`config.mk`:
```
export PLATFORM = sky130hd
export DESIGN_NAME = sepq_cell
export DESIGN_NICKNAME = d
export VERILOG_FILES = /design/src/hdl/sepq_pkg.sv /design/src/hdl/sepq_cell.sv
export SDC_FILE = /design/constraint.sdc
export NUM_CORES = 1
export LEC_CHECK = 0
export BUFFER_PORTS_ARGS = -buffer_cell sky130_fd_sc_hd__buf_2
export CORE_ASPECT_RATIO = 1.5
export CORE_MARGIN = 10
export CORE_UTILIZATION = 47
export DETAILED_ROUTE_END_ITERATION = 6
export PLACE_DENSITY = 0.93
export SETUP_SLACK_MARGIN = 0.1
export SYNTH_ARGS = -nofsm -noshare
export SYNTH_HDL_FRONTEND = slang
export SYNTH_SLANG_ARGS = --single-unit
export TNS_END_PERCENT = 100
```
`constraint.sdc`:
```
create_clock -name clk -period 2.8 [get_ports clk]
set_input_delay 0.14 -clock clk [delete_from_list [all_inputs] [get_ports clk]]
set_output_delay 0.14 -clock clk [all_outputs]
set_load 0.005 [all_outputs]
```
`src/hdl/sepq_pkg.sv`:
```
// ----------------------------------------------------------------------------
// Sorted event priority queue package
// Shared types, request and status codes for the sorted event chain.
// ----------------------------------------------------------------------------
package sepq_pkg;

  localparam int DEFAULT_QUEUE_DEPTH = 64;

  localparam logic REQ_INSERT = 1'b0;
  localparam logic REQ_REMOVE = 1'b1;

  localparam logic [1:0] STATUS_OK    = 2'd0;
  localparam logic [1:0] STATUS_FULL  = 2'd1;
  localparam logic [1:0] STATUS_EMPTY = 2'd2;

  typedef struct packed {
    logic        req_type;
    logic [31:0] event_time;
    logic        event_kind;
    logic [3:0]  queue_index;
  } req_t;

  typedef struct packed {
    logic [31:0] head_time;
    logic        head_kind;
    logic [3:0]  head_queue;
    logic [6:0]  entry_total;
    logic        is_empty;
    logic [1:0]  status;
  } rsp_t;

  typedef struct packed {
    logic [31:0] stamp;
    logic        kind;
    logic [3:0]  qidx;
  } slot_t;

  typedef struct packed {
    logic  ins;
    logic  rem;
    slot_t ent;
  } cell_ctl_t;

endpackage

```
`src/hdl/sepq_cell.sv`:
```
// ----------------------------------------------------------------------------
// Sorted event chain cell
// Holds one event and either keeps it, takes the new event, takes the
// left neighbor's event on insert, or takes the right neighbor's on remove.
// ----------------------------------------------------------------------------
module sepq_cell import sepq_pkg::*; (
  input  logic      clk,
  input  cell_ctl_t ctl,
  input  logic      occupied,
  input  logic      left_keep,
  input  slot_t     left_slot,
  input  slot_t     right_slot,
  output logic      keep,
  output slot_t     slot,
  output slot_t     slot_nxt
);

  slot_t slot_r;

  assign keep = occupied && (slot_r.stamp <= ctl.ent.stamp);

  always_comb begin
    slot_nxt = slot_r;
    if (ctl.ins) begin
      if (!keep) begin
        slot_nxt = left_keep ? ctl.ent : left_slot;
      end
    end else if (ctl.rem) begin
      slot_nxt = right_slot;
    end
  end

  always_ff @(posedge clk) begin
    slot_r <= slot_nxt;
  end

  assign slot = slot_r;

endmodule

```
-- Yosys cells after proc, flatten, opt, wreduce, memory -nomap -nowiden
Index checks and enable logic that the tools add are counted.
- add/subtract/negate cells: 0
- $mul: 0
- div/mod/pow operators: 0
- magnitude comparators: 1
- equality and inequality tests: 0
- shifts and indexed selects: 0
- mux-type cells: 4
- bitwise operators: 0
- reduce and logical (&&, ||, !) cells: 1
- operators by type and width (cell ; number):
    $mux W37 ; 4
    $le A32 B32 Y1 ; 1
    $logic_and A1 B1 Y1 ; 1
- register bits after elaboration: 37
- bits in latches: 0
- memory bits (writable): 0
- memory bits (read-only): 0
- bits of input ports: 116
- output and inout bits: 75
- memories: 0

-- Longest topological paths before layout
- depth after elaboration: 4
- depth in mapped cells: 11
- depth with buffers taken out: 8

-- Worst setup path after synthesis
Ideal clock, no wire load.
- kind: register -> output
- start point: register slot_r (netlist bit slot[35])
- end point: output port slot_nxt[17] (netlist bit)
- arrival: 2289 ps
- required time: 2660 ps
- path slack: 371 ps
- cell stages (with the launch flop): 9
- buffers on the path: 1
- cells stage by stage: dfxtp_1 ha_1 nand4_2 or4_4 o31ai_4 buf_6 a211oi_1 o21ai_0 o311a_1
- RTL lines (element ; line ; text):
    from (decl) ; sepq_cell.sv:18 ; slot_t slot_r;
    from (signal assigned) ; sepq_cell.sv:34 ; slot_r <= slot_nxt;
    to (decl) ; sepq_cell.sv:15 ; output slot_t slot_nxt

==> run summary <==
status -> complete, but fails checks
failing checks -> negative setup slack
DRC Markers -> 0
Fillers -> 511
first-pass GRT wire length -> 24,000 um
post-layout util -> 79.0%
post-route ant nets -> 0
Crit path arrival time -> 2.94 ns
total power -> 2.96 mW
HP Start -> ctl[28]
design area -> 0.00609 sq mm
Setup CP Type -> flop to output port
FF-to-FF Start -> slot[32]
CTS Buf Count -> 5
Mapped Cells -> 464
# nets final -> 832
Slew @ Worst Pin -> 0.826 ns
worst r2r dst -> slot[31]
GRT Total Usage -> 24.5%
Max Cap Viol -> 0
Synth top area share -> 19.7%
Post-synth EDFFs -> 0
first drt pass iteration count -> 5
clock latency at the later pin of the worst-skew pair -> 0.29 ns
CP peak stage delay -> 0.59 ns
total routed wirelength -> 17,800 um
Non-Filler Instances -> 789
R2R setup slack -> 0.06 ns
largest net degree at the start of global routing -> 73
Placement Setup Slack -> 0.0252 ns
Fin. Hold Viols -> 0
Worst-path clk slew -> 0.06 ns
Starting DRT DRC Count -> 485
CTS tree -> done
vias in the first global route -> 4,966
Synth area leaders -> dfxtp_1, ha_1, mux2i_1
chip height -> 129 um
Slew HR -> 44.9%
Cell variety after synth -> 37
commonest register cell after synthesis -> dfxtp_1
Tcrit/Tclk final -> 110%
TNS Setup -> -6.58 ns
worst hold path class -> input port to flop
Clock Sinks -> 37
P_leak -> 2.73 nW
Worst Hold End -> slot[28]
final worst slack -> -0.285 ns
# IOs -> 191
Core Footprint -> 0.00771 sq mm
row cnt -> 39
wire per inst -> 22.6 um
synth cell count leaders -> a21oi_1, a211oi_1, nor2b_1
hold depth -> 4
flop and latch count out of synthesis -> 37
initial antenna violation count -> 1
crit-path max FO -> 5
worst vdd ir -> 0.000317 V
# placed instances -> 733
RSZ-0062 raised after global routing -> yes
CP bufs+invs -> 4
crit path time final -> 3.08 ns
root buffer cell -> clkbuf_16
crit path launch type -> flop
Die X -> 92.9 um
Hold WS -> 0.267 ns
via density per instance -> 6.31
vias after detailed routing -> 4,976
Finish-stage setup viols -> 37
register area -> 790 sq um
most frequent cell after synthesis -> a21oi_1
layout cells sized above 1 -> 52.0%
crit-path cells -> ha_4, nand4_1, or4_4, o31ai_4, buf_6, buf_6, buf_16, a211oi_1, o21ai_1, o311a_1, buf_2
Synthesized Nets -> 612
critical path endpoint category -> output port
Starting Density -> 48.7%
mean post-synth cell area -> 8.08 sq um
max-slew violations -> 0
H-tree depth -> 2
Slowest-stage cell, CP -> or4_4
CP delay by family, top -> compound AO/OA/AOI/OAI gates
area leader, netlist -> dfxtp_1
max reg flops -> 37
hold_buf cts -> 0
placed cell areas -> 0.00479 sq mm
IO Port Bufs -> 190
fmax -> 324 MHz
clock tree buffer depth -> 2
post-synthesis sequential area ratio -> 19.7%
Crit path top cell by count -> buf_6
Netlist Area Pre-Place -> 0.00375 sq mm
yosys warns -> 0
Async SR Flop Fraction -> 0%
worst path required time -> 2.66 ns
GPL Wtd Cong -> 0.859
GR Overflow Total -> 0
DP HPWL -> 10,500 um
area of the multi-input gates -> 0.00312 sq mm
synthesis-to-finish area growth -> 62.3%
Clock Skews -> 0.00651 ns
R2R depth -> 12
PwrDens -> 486 mW/mm^2
DIE AREA -> 0.0120 sq mm
[cells by family (layout without fill, tap and decap cells)]
group / after synthesis / in the layout / share of synthesized area (%)
mux: 37 / 37 / 9.87
other cells: 0 / 2 / 0
fa+ha+maj: 32 / 32 / 10.7
buf+inv: 78 / 296 / 9.51
simple gates: 106 / 109 / 18.4
flops: 37 / 37 / 19.7
compound gates: 174 / 174 / 31.8
[cells in the final DEF (no fill, tap or decap), types with 2 or more instances in the layout]
| cell type | netlist | layout |
|---|---|---|
| a211oi_1 | 38 | 28 |
| o311a_4 | 0 | 2 |
| nor3_1 | 18 | 15 |
| buf_2 | 6 | 187 |
| o311a_1 | 37 | 35 |
| nor2b_1 | 38 | 38 |
| a21oi_2 | 0 | 2 |
| o21ai_0 | 29 | 12 |
| dfxtp_2 | 0 | 15 |
| diode_2 | 0 | 2 |
| dfxtp_4 | 0 | 8 |
| nand2_1 | 11 | 10 |
| buf_6 | 6 | 10 |
| dfxtp_1 | 37 | 14 |
| a21oi_1 | 49 | 47 |
| buf_12 | 0 | 5 |
| clkbuf_16 | 0 | 11 |
| nor3_2 | 19 | 22 |
| or4_4 | 1 | 2 |
| mux2i_1 | 37 | 37 |
| ha_4 | 0 | 20 |
| inv_1 | 35 | 34 |
| o21ai_1 | 13 | 28 |
| nor2_1 | 3 | 3 |
| nand3_1 | 3 | 3 |
| buf_4 | 3 | 39 |
| ha_1 | 32 | 12 |
| buf_16 | 0 | 5 |
| a211oi_2 | 0 | 9 |
| o21ai_2 | 0 | 2 |
| nand4_1 | 6 | 6 |
| or3_4 | 1 | 4 |
[repair_timing]
item | CTS | global route
endpoints found under the setup margin | 38 | 39
resized for setup | 66 | 58
pin swaps | 26 | 24
cloned | 8 | 7
buffers inserted | 17 | 15
[routing by layer]
metal	wire length (um)	GRT usage (%)	up-vias
met5	0	0	-
met4	1120	17.4	0
met3	1440	5.66	100
met2	9300	44.6	328
met1	5970	23.8	2319
li1	-	-	2229
[worst max-delay path by stage]
stage | to | slack (ns) | depth (start not counted) | from
finish | slot_nxt[35] | -0.28 | 11 | slot[31]
global route | slot_nxt[35] | -0.33 | 11 | slot[32]
CTS | slot_nxt[36] | -0.10 | 11 | slot[11]
detailed placement | slot_nxt[8] | 0.03 | 8 | slot[34]
global placement | slot_nxt[7] | 0.08 | 8 | slot[34]
floorplan | slot_nxt[17] | 0.37 | 8 | slot[35]
[layout make-up]
| class | instances | area share, % |
|---|---|---|
| repair buffers | 253 | 28.7 |
| clock buffers | 7 | 2.34 |
| clock inverters | 1 | 0.493 |
| inverters | 35 | 2.18 |
| multi-input cells | 352 | 51.2 |
| diodes | 2 | 0.0822 |
| flip-flops and latches | 37 | 13.0 |
| well taps | 102 | 2.10 |
[worst reg2reg max path, stage by stage, from the launching register on]
cell and delay, ns:
dfxtp_4 0.36, ha_4 0.25, nand4_1 0.12, buf_4 0.15, nor4_4 0.06, a2111oi_4 0.34, o211ai_1 0.19, or2_4 0.33
buf_6 0.14, buf_12 0.13, o311a_4 0.32, buf_4 0.14, buf_4 0.12
[power by group]
group	switching (mW)	total [mW]	internal (mW)
clock	0.236	0.681	0.445
combinational	0.713	1.50	0.782
sequential	0.138	0.784	0.646
Power figures use the tool's default switching activity.
